## src/hw/rtl/ts_packet_header_builder_macros.svh

```systemverilog
// Assertion macros for the transport packet header builder.
// Taken in by the top level only; no other dependencies.
`ifndef TS_PACKET_HEADER_BUILDER_MACROS_SVH
`define TS_PACKET_HEADER_BUILDER_MACROS_SVH

// Same-cycle implication.
`define TSPH_ASSERT_IMPLY(label, clk, rst, ante, cons, msg) \
  label: assert property (@(posedge clk) disable iff (rst) (ante) |-> (cons)) \
    else $error(msg);

// Next-cycle implication.
`define TSPH_ASSERT_NEXT(label, clk, rst, ante, cons, msg) \
  label: assert property (@(posedge clk) disable iff (rst) (ante) |=> (cons)) \
    else $error(msg);

`endif

```

## src/hw/rtl/tsph_pkg.sv

```systemverilog
// Shared types, constants and the PCR divider digit function for the
// transport packet header builder. No dependencies.
package tsph_pkg;

  localparam int STREAM_SLOTS_DEFAULT = 16;
  localparam int SLOT_CODES           = 16;
  localparam int QUEUE_DEPTH          = 2;

  localparam logic [7:0] PKT_LEAD_BYTE   = 8'h47;
  localparam logic [7:0] PAYLOAD_FULL    = 8'd184;
  localparam logic [7:0] PCR_FIELD_BYTES = 8'd8;
  localparam logic [7:0] PCR_PAY_MAX     = PAYLOAD_FULL - PCR_FIELD_BYTES;
  localparam logic [7:0] PCR_AF_FIXED    = 8'd7;
  localparam logic [7:0] AF_FLAGS_PCR    = 8'h10;
  localparam logic [5:0] PCR_RESERVED    = 6'h3F;

  localparam int PCR_EXT_MOD    = 300;
  localparam int PCR_DIVISOR    = PCR_EXT_MOD / 4;
  localparam int PCR_DIVIDEND_W = 40;
  localparam int PCR_BASE_W     = 33;
  localparam int PCR_EXT_W      = 9;
  localparam int DIV_STEPS      = PCR_DIVIDEND_W / 8;

  localparam logic [3:0] IDX_SYNC   = 4'd0;
  localparam logic [3:0] IDX_HDR1   = 4'd1;
  localparam logic [3:0] IDX_HDR2   = 4'd2;
  localparam logic [3:0] IDX_HDR3   = 4'd3;
  localparam logic [3:0] IDX_AFLEN  = 4'd4;
  localparam logic [3:0] IDX_FLAGS  = 4'd5;
  localparam logic [3:0] IDX_PCR0   = 4'd6;
  localparam logic [3:0] IDX_PCR1   = 4'd7;
  localparam logic [3:0] IDX_PCR2   = 4'd8;
  localparam logic [3:0] IDX_PCR3   = 4'd9;
  localparam logic [3:0] IDX_PCR4   = 4'd10;
  localparam logic [3:0] IDX_EXT    = 4'd11;

  typedef struct packed {
    logic [3:0]  stream_slot;
    logic [12:0] pid;
    logic        is_elementary;
    logic        is_null_stream;
    logic        is_clock_stream;
    logic        unit_start;
    logic        high_priority;
    logic [15:0] remaining_bytes;
    logic        clock_request;
    logic [41:0] clock_value;
  } in_t;

  typedef struct packed {
    logic [7:0] out_byte;
    logic       last_byte;
    logic [7:0] stuffing_count;
    logic [7:0] payload_count;
    logic       overflow_error;
  } out_t;

  typedef struct packed {
    logic [7:0]  hdr1;
    logic [7:0]  hdr2;
    logic [7:0]  hdr3;
    logic [7:0]  af_len;
    logic        clk_ref;
    logic [3:0]  last_idx;
    logic [7:0]  stuffing_count;
    logic [7:0]  payload_count;
    logic        overflow_error;
    logic [41:0] clock_value;
  } desc_t;

  typedef struct packed {
    logic                  done;
    logic [PCR_BASE_W-1:0] base;
    logic [PCR_EXT_W-1:0]  ext;
  } pcr_t;

  typedef struct packed {
    logic [3:0] q;
    logic [6:0] r;
  } div_digit_t;

  function automatic div_digit_t div_digit(input logic [10:0] v);
    div_digit_t d;
    logic [10:0] sub;
    d.q = '0;
    sub = '0;
    for (int k = 1; k < 16; k++) begin
      if (v >= 11'(k * PCR_DIVISOR)) begin
        d.q = 4'(k);
        sub = 11'(k * PCR_DIVISOR);
      end
    end
    d.r = 7'(v - sub);
    return d;
  endfunction

endpackage

```

## src/hw/rtl/tsph_front.sv

```systemverilog
// Front end: takes requests, tracks per-slot continuity counters and
// classifies each packet into a descriptor. Uses tsph_pkg.
module tsph_front #(
  parameter int STREAM_SLOTS = tsph_pkg::STREAM_SLOTS_DEFAULT
) (
  input  logic            clk,
  input  logic            rst,
  input  logic            push,
  output logic            full,
  input  tsph_pkg::in_t   item,
  output logic            q_push,
  input  logic            q_full,
  output tsph_pkg::desc_t desc
);
  import tsph_pkg::*;

  localparam int SW = (STREAM_SLOTS > 1) ? $clog2(STREAM_SLOTS) : 1;

  logic [SW-1:0]           slot_map [SLOT_CODES];
  logic [SW-1:0]           slot_in;
  logic [3:0]              cc_mem [STREAM_SLOTS];
  logic [STREAM_SLOTS-1:0] cc_vld;

  logic          s1_valid;
  in_t           s1_item;
  logic [SW-1:0] s1_slot;
  logic [3:0]    rd_cnt;
  logic          rd_vld;
  logic          fwd_hit;
  logic [3:0]    fwd_val;

  logic       accept;
  logic       s1_move;
  logic [3:0] cnt;
  logic [3:0] cc_next;
  logic [7:0] rem;
  logic       pl_pres, pusi, tprio, af_pres, clk_ref, only_len;
  logic [3:0] cc;

  for (genvar gi = 0; gi < SLOT_CODES; gi++) begin : g_slot
    localparam int SLOT_MAP = gi % STREAM_SLOTS;
    assign slot_map[gi] = SW'(SLOT_MAP);
  end

  assign slot_in = slot_map[item.stream_slot];
  assign s1_move = s1_valid && !q_full;
  assign full    = s1_valid && q_full;
  assign accept  = push && !full;
  assign q_push  = s1_move;
  assign cnt     = fwd_hit ? fwd_val : (rd_vld ? rd_cnt : 4'd0);
  assign cc_next = cnt + 4'd1;

  always_ff @(posedge clk) begin
    if (rst) begin
      s1_valid <= 1'b0;
      cc_vld   <= '0;
      fwd_hit  <= 1'b0;
    end else begin
      if (accept) begin
        s1_valid <= 1'b1;
        fwd_hit  <= s1_move && (slot_in == s1_slot);
      end else if (s1_move) begin
        s1_valid <= 1'b0;
      end
      if (s1_move) begin
        cc_vld[s1_slot] <= 1'b1;
      end
    end
  end

  always_ff @(posedge clk) begin
    if (accept) begin
      s1_item <= item;
      s1_slot <= slot_in;
      rd_cnt  <= cc_mem[slot_in];
      rd_vld  <= cc_vld[slot_in];
      fwd_val <= cc_next;
    end
    if (s1_move) begin
      cc_mem[s1_slot] <= cc_next;
    end
  end

  always_comb begin
    rem = (s1_item.remaining_bytes > {8'd0, PAYLOAD_FULL}) ? PAYLOAD_FULL
                                                           : s1_item.remaining_bytes[7:0];
    if (s1_item.is_elementary) begin
      pl_pres = 1'b1;
      pusi    = s1_item.unit_start;
      tprio   = s1_item.high_priority;
      cc      = cnt;
    end else begin
      pl_pres = (rem != 8'd0);
      pusi    = pl_pres && s1_item.unit_start && !s1_item.is_null_stream;
      tprio   = 1'b0;
      cc      = pl_pres ? cnt : 4'd0;
    end
    af_pres  = (rem < PAYLOAD_FULL) || s1_item.clock_request;
    clk_ref  = s1_item.is_clock_stream || s1_item.clock_request;
    only_len = 1'b0;

    desc                = '0;
    desc.hdr1           = {1'b0, pusi, tprio, s1_item.pid[12:8]};
    desc.hdr2           = s1_item.pid[7:0];
    desc.hdr3           = {2'b00, af_pres, pl_pres, cc};
    desc.payload_count  = rem;
    desc.clock_value    = s1_item.clock_value;
    desc.last_idx       = IDX_HDR3;

    if (af_pres) begin
      if (clk_ref) begin
        desc.clk_ref  = 1'b1;
        desc.last_idx = IDX_EXT;
        if (rem > PCR_PAY_MAX) begin
          desc.overflow_error = 1'b1;
          desc.payload_count  = PCR_PAY_MAX;
        end else begin
          desc.stuffing_count = PCR_PAY_MAX - rem;
        end
        desc.af_len = PCR_AF_FIXED + desc.stuffing_count;
      end else if (rem == PAYLOAD_FULL - 8'd1) begin
        only_len      = 1'b1;
        desc.last_idx = IDX_AFLEN;
      end else begin
        desc.stuffing_count = PAYLOAD_FULL - rem - 8'd2;
        desc.af_len         = 8'd1 + desc.stuffing_count;
        desc.last_idx       = IDX_FLAGS;
      end
    end
    if (only_len) begin
      desc.af_len = 8'd0;
    end
  end

endmodule

```

## src/hw/rtl/tsph_queue.sv

```systemverilog
// Short descriptor queue between front and back ends.
// Uses tsph_pkg for the descriptor type and depth.
module tsph_queue (
  input  logic            clk,
  input  logic            rst,
  input  logic            push,
  output logic            full,
  input  tsph_pkg::desc_t wr_data,
  output logic            empty,
  input  logic            pop,
  output tsph_pkg::desc_t rd_data
);
  import tsph_pkg::*;

  localparam int PW = (QUEUE_DEPTH > 1) ? $clog2(QUEUE_DEPTH) : 1;
  localparam int CW = $clog2(QUEUE_DEPTH + 1);

  desc_t         slots [QUEUE_DEPTH];
  logic [PW-1:0] wr_ptr;
  logic [PW-1:0] rd_ptr;
  logic [CW-1:0] count;
  logic          do_push;
  logic          do_pop;

  assign full    = (count == CW'(QUEUE_DEPTH));
  assign empty   = (count == '0);
  assign do_push = push && !full;
  assign do_pop  = pop && !empty;
  assign rd_data = slots[rd_ptr];

  always_ff @(posedge clk) begin
    if (rst) begin
      wr_ptr <= '0;
      rd_ptr <= '0;
      count  <= '0;
    end else begin
      if (do_push) begin
        wr_ptr <= (wr_ptr == PW'(QUEUE_DEPTH - 1)) ? '0 : wr_ptr + 1'b1;
      end
      if (do_pop) begin
        rd_ptr <= (rd_ptr == PW'(QUEUE_DEPTH - 1)) ? '0 : rd_ptr + 1'b1;
      end
      if (do_push && !do_pop) begin
        count <= count + 1'b1;
      end else if (do_pop && !do_push) begin
        count <= count - 1'b1;
      end
    end
  end

  always_ff @(posedge clk) begin
    if (do_push) begin
      slots[wr_ptr] <= wr_data;
    end
  end

endmodule

```

## src/hw/rtl/tsph_pcr_div.sv

```systemverilog
// PCR splitter: base = value / 300, extension = value % 300, two radix-16
// digits per cycle. Uses tsph_pkg.
module tsph_pcr_div (
  input  logic           clk,
  input  logic           rst,
  input  logic           start,
  input  logic [41:0]    clock_value,
  output tsph_pkg::pcr_t pcr
);
  import tsph_pkg::*;

  logic [PCR_DIVIDEND_W-1:0] x;
  logic [6:0]                r;
  logic [1:0]                low2;
  logic [2:0]                step;
  div_digit_t                d1;
  div_digit_t                d2;

  assign d1 = div_digit({r, x[PCR_DIVIDEND_W-1 -: 4]});
  assign d2 = div_digit({d1.r, x[PCR_DIVIDEND_W-5 -: 4]});

  assign pcr.done = (step == 3'(DIV_STEPS));
  assign pcr.base = x[PCR_BASE_W-1:0];
  assign pcr.ext  = {r, low2};

  always_ff @(posedge clk) begin
    if (rst) begin
      step <= 3'(DIV_STEPS);
    end else if (start) begin
      step <= '0;
    end else if (!pcr.done) begin
      step <= step + 3'd1;
    end
  end

  always_ff @(posedge clk) begin
    if (start) begin
      x    <= clock_value[41:2];
      r    <= '0;
      low2 <= clock_value[1:0];
    end else if (!pcr.done) begin
      x <= {x[PCR_DIVIDEND_W-9:0], d1.q, d2.q};
      r <= d2.r;
    end
  end

endmodule

```

## src/hw/rtl/tsph_back.sv

```systemverilog
// Back end: walks one descriptor a byte per cycle into the output register
// while it has room and any PCR is ready. Uses tsph_pkg and tsph_pcr_div.
module tsph_back (
  input  logic            clk,
  input  logic            rst,
  input  logic            q_empty,
  output logic            q_pop,
  input  tsph_pkg::desc_t q_data,
  output logic            empty,
  input  logic            pop,
  output tsph_pkg::out_t  result
);
  import tsph_pkg::*;

  desc_t      cur;
  logic       cur_valid;
  logic [3:0] idx;
  logic       out_valid;
  out_t       nxt;
  pcr_t       pcr;
  logic       out_ready;
  logic       emit;
  logic       is_last;
  logic       load;

  tsph_pcr_div u_div (
    .clk         (clk),
    .rst         (rst),
    .start       (load),
    .clock_value (q_data.clock_value),
    .pcr         (pcr)
  );

  assign empty     = !out_valid;
  assign out_ready = !out_valid || pop;
  assign emit      = cur_valid && out_ready && ((idx < IDX_PCR0) || pcr.done);
  assign is_last   = (idx == cur.last_idx);
  assign load      = !q_empty && (!cur_valid || (emit && is_last));
  assign q_pop     = load;

  always_comb begin
    nxt = '0;
    unique case (idx)
      IDX_SYNC:  nxt.out_byte = PKT_LEAD_BYTE;
      IDX_HDR1:  nxt.out_byte = cur.hdr1;
      IDX_HDR2:  nxt.out_byte = cur.hdr2;
      IDX_HDR3:  nxt.out_byte = cur.hdr3;
      IDX_AFLEN: nxt.out_byte = cur.af_len;
      IDX_FLAGS: nxt.out_byte = cur.clk_ref ? AF_FLAGS_PCR : 8'd0;
      IDX_PCR0:  nxt.out_byte = pcr.base[32:25];
      IDX_PCR1:  nxt.out_byte = pcr.base[24:17];
      IDX_PCR2:  nxt.out_byte = pcr.base[16:9];
      IDX_PCR3:  nxt.out_byte = pcr.base[8:1];
      IDX_PCR4:  nxt.out_byte = {pcr.base[0], PCR_RESERVED, pcr.ext[8]};
      IDX_EXT:   nxt.out_byte = pcr.ext[7:0];
      default:   nxt.out_byte = 8'd0;
    endcase
    if (is_last) begin
      nxt.last_byte      = 1'b1;
      nxt.stuffing_count = cur.stuffing_count;
      nxt.payload_count  = cur.payload_count;
      nxt.overflow_error = cur.overflow_error;
    end
  end

  always_ff @(posedge clk) begin
    if (rst) begin
      cur_valid <= 1'b0;
      out_valid <= 1'b0;
      idx       <= '0;
    end else begin
      if (emit) begin
        out_valid <= 1'b1;
      end else if (pop) begin
        out_valid <= 1'b0;
      end
      if (load) begin
        cur_valid <= 1'b1;
        idx       <= '0;
      end else if (emit) begin
        idx <= idx + 4'd1;
        if (is_last) begin
          cur_valid <= 1'b0;
        end
      end
    end
  end

  always_ff @(posedge clk) begin
    if (emit) begin
      result <= nxt;
    end
    if (load) begin
      cur <= q_data;
    end
  end

endmodule

```

## src/hw/rtl/ts_packet_header_builder.sv

```systemverilog
// Top level of the transport packet header builder: front end, descriptor
// queue and byte sequencer. Uses tsph_pkg and the assertion macro header.
//
// Usage:
//   Requests enter on a queue-style port: item is taken when push is high
//   and full is low, one request per 188-byte transport packet.
//   Header bytes leave on a queue-style port: result holds the oldest byte
//   while empty is low and is taken when pop is high. Each packet gives
//   4, 5, 6 or 12 bytes; the last carries last_byte and the stuffing,
//   payload and overflow reports.
//   A request passes the classifier register, the queue and the sequencer's
//   descriptor register before its first byte reaches the output register.
//   Bytes leave at one byte per cycle while pop keeps up and no PCR split is
//   pending; the next request is taken while earlier ones are still being
//   emitted, up to one in the classifier and two queued.
//   The PCR split by 300 runs alongside the first header bytes.
//   Reset clears every continuity counter through its valid bit; no clearing pass.
//   When the receiver stops popping, the output byte holds, the queue
//   fills and full rises; nothing is dropped.
`include "ts_packet_header_builder_macros.svh"

module ts_packet_header_builder #(
  parameter int STREAM_SLOTS = tsph_pkg::STREAM_SLOTS_DEFAULT
) (
  input  logic           clk,
  input  logic           rst,
  input  logic           push,
  output logic           full,
  input  tsph_pkg::in_t  item,
  output logic           empty,
  input  logic           pop,
  output tsph_pkg::out_t result
);
  import tsph_pkg::*;

  logic  q_push;
  logic  q_full;
  logic  q_empty;
  logic  q_pop;
  desc_t q_wr;
  desc_t q_rd;

  tsph_front #(
    .STREAM_SLOTS (STREAM_SLOTS)
  ) u_front (
    .clk    (clk),
    .rst    (rst),
    .push   (push),
    .full   (full),
    .item   (item),
    .q_push (q_push),
    .q_full (q_full),
    .desc   (q_wr)
  );

  tsph_queue u_queue (
    .clk     (clk),
    .rst     (rst),
    .push    (q_push),
    .full    (q_full),
    .wr_data (q_wr),
    .empty   (q_empty),
    .pop     (q_pop),
    .rd_data (q_rd)
  );

  tsph_back u_back (
    .clk     (clk),
    .rst     (rst),
    .q_empty (q_empty),
    .q_pop   (q_pop),
    .q_data  (q_rd),
    .empty   (empty),
    .pop     (pop),
    .result  (result)
  );

  `TSPH_ASSERT_NEXT(a_sync_after_last, clk, rst,
    pop && !empty && result.last_byte, empty || result.out_byte == PKT_LEAD_BYTE,
    "packet does not start with sync byte")
  `TSPH_ASSERT_NEXT(a_no_gap_in_packet, clk, rst,
    pop && !empty && !result.last_byte, !empty, "gap inside packet bytes")
  `TSPH_ASSERT_IMPLY(a_full_needs_queue, clk, rst,
    full, q_full, "input stalled while queue has room")

endmodule
```

## config.mk

```make
export PLATFORM = sky130hd
export DESIGN_NAME = ts_packet_header_builder
export DESIGN_NICKNAME = d
export VERILOG_FILES = /design/src/hw/rtl/tsph_pkg.sv /design/src/hw/rtl/tsph_front.sv /design/src/hw/rtl/tsph_queue.sv /design/src/hw/rtl/tsph_pcr_div.sv /design/src/hw/rtl/tsph_back.sv /design/src/hw/rtl/ts_packet_header_builder.sv
export VERILOG_INCLUDE_DIRS = /design/src /design/src/hw/rtl
export SDC_FILE = /design/constraint.sdc
export NUM_CORES = 1
export LEC_CHECK = 0
export BUFFER_PORTS_ARGS = -buffer_cell sky130_fd_sc_hd__buf_2
export CAP_MARGIN = 20
export CORE_MARGIN = 4
export CORE_UTILIZATION = 50
export CTS_BUF_LIST = sky130_fd_sc_hd__clkbuf_4 sky130_fd_sc_hd__clkbuf_8
export CTS_CLUSTER_DIAMETER = 40
export DETAILED_ROUTE_END_ITERATION = 12
export PLACE_DENSITY = 0.67
export REMOVE_ABC_BUFFERS = 1
export SETUP_SLACK_MARGIN = 0.15
export SLEW_MARGIN = 20
export SYNTH_ARGS = -nofsm -noshare
export SYNTH_HDL_FRONTEND = slang
export SYNTH_SLANG_ARGS = --single-unit
```

## constraint.sdc

```tcl
create_clock -name clk -period 11.28 [get_ports clk]
set_input_delay 1.692 -clock clk [delete_from_list [all_inputs] [get_ports clk]]
set_output_delay 1.692 -clock clk [all_outputs]
set_load 0.005 [all_outputs]
```

* Word-level counts from Yosys, hierarchy flattened *
Memories as Yosys holds them, arrays and structs flattened. A register that Yosys moved wholly into a read port is not among the register bits.
Index checks and enable logic that the tools add are counted.

cells by class
  $add $sub $neg = 14
  $lt $le $gt $ge = 38
  equal/unequal tests = 17
  mux-type cells = 114
  bitwise gates (word level) = 2
  reductions and logical operators = 38

operator list
  cell                                                                              number
  7-bit two-way mux                                                                 30
  11-bit by 10-bit >= comparator with 1-bit output, second input constant           14
  4-bit two-way mux                                                                 34
  8-bit one-hot mux with 12 select lines                                            1
  40-bit two-way mux                                                                2
  11-bit by 9-bit >= comparator with 1-bit output, second input constant            6
  8-bit two-way mux                                                                 8
  11-bit >= comparator, second input constant                                       4
  11-bit by 8-bit >= comparator with 1-bit output, second input constant            4
  30-bit two-way mux                                                                1
  1-bit two-way mux                                                                 27
  11-bit by 7-bit >= comparator with 1-bit output, second input constant            2
  18-bit two-way mux                                                                1
  9-bit two-way mux                                                                 2
  4-bit by 3-bit == test with 1-bit output, second input constant                   4
  4-bit == test, second input constant                                              4
  16-bit by 8-bit greater-than comparator with 1-bit output, second input constant  1
  16-bit bitwise OR                                                                 1
  8-bit subtractor, first input constant                                            2
  1-bit logical AND                                                                 15
  7-bit subtractor                                                                  2
  12-bit two-way mux                                                                1
  4-bit by 5-bit < comparator with 1-bit output, second input constant              2
  2-bit nonzero test                                                                5
  33 further kinds                                                                  50

storage, ports and cells
  flip-flop bits (word level) = 246
  memory bits (writable) = 250
  bits in read-only memories = 64
  memories = 3

memories
  memory           words  width  rd ports  clocked after memory_dff  write ports  RTL line          text
  u_queue.slots    2      93     1         1                         1            tsph_queue.sv:18  desc_t slots [QUEUE_DEPTH];
  (no name shown)  16     4      1         0                         0            tsph_front.sv:45  assign slot_in = slot_map[item.stream_slot];
  u_front.cc_mem   16     4      1         1                         1            tsph_front.sv:21  logic [3:0] cc_mem [STREAM_SLOTS];

* Longest topological paths before layout *
  depth after elaboration = 35
  gate-level depth with buffers = 35

* Modules after synthesis *
Synthesis repeated with hierarchy kept, for this count alone.

second synthesis, totals
  cell total of the unflattened synthesis = 1533
  area, all modules = 22791.9 um^2

by module, submodules not included
  module        instances  cells each  area an instance (um^2)
  tsph_front    1          511         7514.7
  tsph_queue    1          324         7307.0
  tsph_pcr_div  1          463         4443.0
  tsph_back     1          235         3527.1

* Least setup slack after synthesis *
OpenSTA, ideal clock, no wires.

  path type = reg-to-reg
  from = register u_back.u_div.x[37]
  to = register u_back.u_div.r[6]
  setup time = 0.095 ns
  data arrival time = 5.799 ns
  required time = 11.185 ns
  slack = 5.385 ns
  cell stages (with the launch flop) = 33
  path through = edfxtp_1 -> buf_2 -> or4_1 -> o2111ai_1 -> nand2_1 -> a21oi_1 -> o21ai_0 -> a21boi_0 -> nor3_1 -> nor2_1 -> ha_1 -> inv_1 -> fa_1 -> a211oi_1 -> nor2_1 -> xor2_1 -> or3_1 -> nand3b_1 -> and2_1 -> mux2_4 -> nand2_1 -> ha_1 -> inv_1 -> fa_1 -> a21o_1 -> a21oi_1 -> o21bai_1 -> a21oi_1 -> xnor2_1 -> nand3_1 -> a31oi_1 -> mux2i_1 -> o311ai_1

on the way
  longest elaborated chain between the ends = 34
  elaborated cells on any way between the ends = 62
  classes of those cells = 2 x add/sub; 30 x order compare; 30 x mux

RTL lines
  element                                          RTL line            text
  start, declared                                  tsph_pcr_div.sv:12  logic [PCR_DIVIDEND_W-1:0] x;
  start signal, assigned                           tsph_pcr_div.sv:38  x <= clock_value[41:2];
  start signal, assigned                           tsph_pcr_div.sv:42  x <= {x[PCR_DIVIDEND_W-9:0], d1.q, d2.q};
  11-bit by 7-bit >= comparator with 1-bit output  tsph_pkg.sv:88      if (v >= 11'(k * PCR_DIVISOR)) begin
  7-bit two-way mux (15 in a row)                  tsph_pkg.sv:88
  7-bit subtractor *                               tsph_pkg.sv:93      d.r = 7'(v - sub);
  11-bit by 7-bit >= comparator with 1-bit output  tsph_pkg.sv:88
  7-bit two-way mux (15 in a row)                  tsph_pkg.sv:88
  7-bit subtractor *                               tsph_pkg.sv:93
  end signal, assigned                             tsph_pcr_div.sv:43  r <= d2.r;
  end, declared                                    tsph_pcr_div.sv:13  logic [6:0] r;

Every way passes the cells marked *; elsewhere a longest branch is shown, timed or not.
A chain may end at the register's enable or synchronous reset.

* Worst setup path after layout *
  from = register u_back.u_div.x[39]
  to = register u_back.u_div.r[6]

Same word-level chain as after synthesis.

==> run summary <==
Routability-driven placement finished with a final weighted congestion of 0.879. On the final layout, the worst clock skew is 29.4 ps. The flow ran to the end, and the final reports show no timing, DRC or antenna violations. Compared with the post-synthesis result, the final layout area differs by 14.1%.

The run gives 0 as the reported max-cap violation count. In the synthesized netlist the dominant register cell turns out to be sky130_fd_sc_hd__edfxtp_1. The number of cells produced by synthesis was 1,439; the total via count in the routed design was 12.2k.

The worst path in the final design needs a cycle of 6910 ps, including I/O delays and setup. The first global-routing pass estimated 68,900 µm of wire. The tree is rooted in a sky130_fd_sc_hd__clkbuf_8. The actual transition at the worst max-transition pin came out at 1040 ps. The highest net fanout along the worst path came out at 15. The pin count of the biggest net entering global routing was 60; the sequential area share after synthesis was 0.693. The setup TNS after final layout is 0 ps, and the via count of the first global-routing pass is 12.5k. The fraction of registers with async set or reset after synthesis is 0. In this run the worst hold path is classified as reg -> reg. The logs give 74 for the number of rows created at floorplan and 234 µV for the maximum vdd drop. The post-layout worst setup margin was 4370 ps. Setup repair after global routing left no endpoint under its margin.

In the layout the commonest cells are sky130_fd_sc_hd__edfxtp_1 (456), sky130_fd_sc_hd__nor2_1 (115), sky130_fd_sc_hd__buf_2 (112). The count of nets left with antenna violations once routing finished came out at 0. The run gives 8.32 nW as the leakage power summed over all cells. The number of synthesized register bits came out at 495.

Most common cell after layout, fill and taps aside: sky130_fd_sc_hd__edfxtp_1. Timing would allow up to 145 MHz. The yosys synthesis warning count was 0; the final-stage net count was 1,695.

Share of cells above drive strength 1: 0.240. The run gives 3,217 as the total of fill cells in the finished design. Counting flops with a built-in enable in the synthesized netlist gives 456.

The fraction of synthesized cell area taken by the top area cell type came out at 0.656. The count of antenna diodes in the layout was 0; the worst slack at placement was 4500 ps. The detailed router finished its first iteration with 1,101 violations. The nature of the critical path startpoint was a flip-flop. Of all cell types, the one taking the most synthesized area is sky130_fd_sc_hd__edfxtp_1. The maximum number of buffers from clock root to sink came out at 3.

The tools report the number of clock sinks as 495. For the number of top-level pins, the log shows 113. The tools report the number of antenna violations at the first check in global routing as 0. Dividing the detail-routed wire length by the instance count gives 20.1 µm. After clock tree synthesis, the setup repair step added 0 buffers. The total track usage is 0.196, and the hold buffer count at cts is 0. The tools report the quantity of gates resized following cts as 0. By instance count, the cell type seen most on the critical path is sky130_fd_sc_hd__a21oi_1. The design draws 7.72 mW. The area of the die is 45,100 µm². The worst relative slew slack was 0.306; the worst endpoint data arrival time was 7460 ps. The unique cell type count in the Yosys netlist was 81.

For the post-route worst hold slack, the log shows 443 ps. Remaining global-route overflow: 0. The longest individual stage delay on the worst path came out at 670 ps. The TritonCTS buffer count is 88. The tools report the number of H-tree levels as 3. The wire-length estimate of the detail-placed layout is 28,800 µm. The clock-pin slew on the worst setup and hold paths works out to 60 ps. The slowest stage of the critical path is the sky130_fd_sc_hd__xor2_1 cell. The clock network latency to the later pin of the worst-skew pair was 650 ps; the initial core utilization was 0.509.

The endpoint class of the critical path was a flip-flop. The share of the cycle needed by the critical path after routing works out to 0.612. Horizontal die dimension: 212 µm. The logs give 0 for the number of remaining DRC errors and 20,900 µm² for the area of the mapped netlist.

After detailed routing, the number of vias per cell comes to 5.61. The first-pass iteration count of the detailed router was 5; the number of buffer cells added on primary ports was 112. TritonCTS built the clock tree. The ratio of total power to cell area is 324 nW/µm². Summed over all layers, the routed wires come to 43,900 µm.

The total area inside the core boundary comes to 41,000 µm². Sorting the synthesized cells by area gives the leading types as sky130_fd_sc_hd__edfxtp_1 (66%), sky130_fd_sc_hd__dfxtp_1 (3.7%), sky130_fd_sc_hd__mux2_2 (3.0%). Setup violations remaining at the end of the flow were counted as 0.

The required time of the critical path was 11,830 ps. The mean instance size in the synthesized netlist was 14.5 µm². The count of endpoints failing hold in the final timing report was 0; the vertical die dimension was 212 µm. The logs give 0.581 for the share of the core filled with cells in the final layout and 0 for the final count of pins violating max slew. The type of the worst setup path is reg -> reg.
critical path, delay by kind of cell (launching register included):
kind	cells	cell delay, ps
adders and majority gates	4	1120
muxes	2	450
DFF	1	600
buffers and inverters	2	110
xor gates and xnor gates	2	830
and+or+nand+nor	8	980
AOI/OAI and AO/OA	14	2740
layer usage:
metal	global-route usage	up-vias	part of all wire
met5	0	-	0
met4	0.0626	0	0.024
met3	0.0410	77	0.052
met2	0.322	346	0.50
met1	0.265	6014	0.43
li1	-	5800	-
state kept, by name, summed over array words and instances, names as in the netlist, 3 cells and up, named ones only:
name	count
u_back.u_div.step	3
u_back.cur	50
u_back.u_div.x	40
u_back.u_div.r	7
u_front.desc	55
u_queue.slots	184
u_front.cc_vld	16
u_front.rd_cnt	4
u_front.s1_item	22
u_front.s1_slot	4
u_back.idx	4
u_front.cc_mem	64
u_back.result	26
u_front.fwd_val	4
power by group:
part           switching, mW  total, mW  internal, mW
clock                  0.716       1.71         0.995
combinational           2.01       3.29          1.28
sequential             0.260       2.73          2.47
total                   2.99       7.72          4.74
cells by family after synthesis:
kind of cell,share of synthesized area
AND/OR/NAND/NOR,0.0780
buffers and inverters,0.0208
multiplexers,0.0765
XOR/XNOR,0.0180
AO/OA/AOI/OAI,0.0966
adder cells (fa/ha/maj),0.0169
flip-flops,0.693
final timing paths:
kind,slack [ps],depth (start not counted),end,from
setup / recovery,4370,32,u_back.u_div.r[6]$_SDFFE_PP0N_,u_back.u_div.x[39]$_DFFE_PP_
hold / removal,440,0,u_queue.slots[1][86]$_DFFE_PP_,u_front.desc[88]$_DFFE_PP_
setup reg to reg,4370,32,u_back.u_div.r[6]$_SDFFE_PP0N_,u_back.u_div.x[39]$_DFFE_PP_
hold reg to reg,440,0,u_queue.slots[1][86]$_DFFE_PP_,u_front.desc[88]$_DFFE_PP_
cell usage after synthesis, types with 18 or more instances:
cell                       instances
sky130_fd_sc_hd__nand2_1          93
sky130_fd_sc_hd__and2_1           23
sky130_fd_sc_hd__nor3_1           21
sky130_fd_sc_hd__mux2_2           55
sky130_fd_sc_hd__mux4_2           25
sky130_fd_sc_hd__o21ai_0          77
sky130_fd_sc_hd__nor2_1          116
sky130_fd_sc_hd__edfxtp_1        456
sky130_fd_sc_hd__inv_1            34
sky130_fd_sc_hd__xnor2_1          23
sky130_fd_sc_hd__xor2_1           20
sky130_fd_sc_hd__a31oi_1          22
sky130_fd_sc_hd__dfxtp_1          39
sky130_fd_sc_hd__nand3_1          20
sky130_fd_sc_hd__nand2b_1         18
sky130_fd_sc_hd__a21oi_1          66
sky130_fd_sc_hd__mux2i_1          40
sky130_fd_sc_hd__ha_1             25
sky130_fd_sc_hd__clkbuf_1         48
through the flow:
step / instance area, µm² / std cells
global placement: 21900 / 2024
detailed placement: 22000 / 2025
global route: 23800 / 2181
finish: 23800 / 2181
CTS: 23800 / 2181
floorplan: 20600 / 1367
layout make-up:
cell class,count,area [µm²],share of cell area
Tap cell,532,666,0.0279
Clock inverter,27,282,0.0118
Multi-Input combinational cell,837,6010,0.252
Inverter,35,134,0.00562
Sequential cell,495,14500,0.608
Clock buffer,129,1580,0.0661
Timing Repair Buffer,126,678,0.0285
Note: power is estimated with default switching activity, not from simulation.
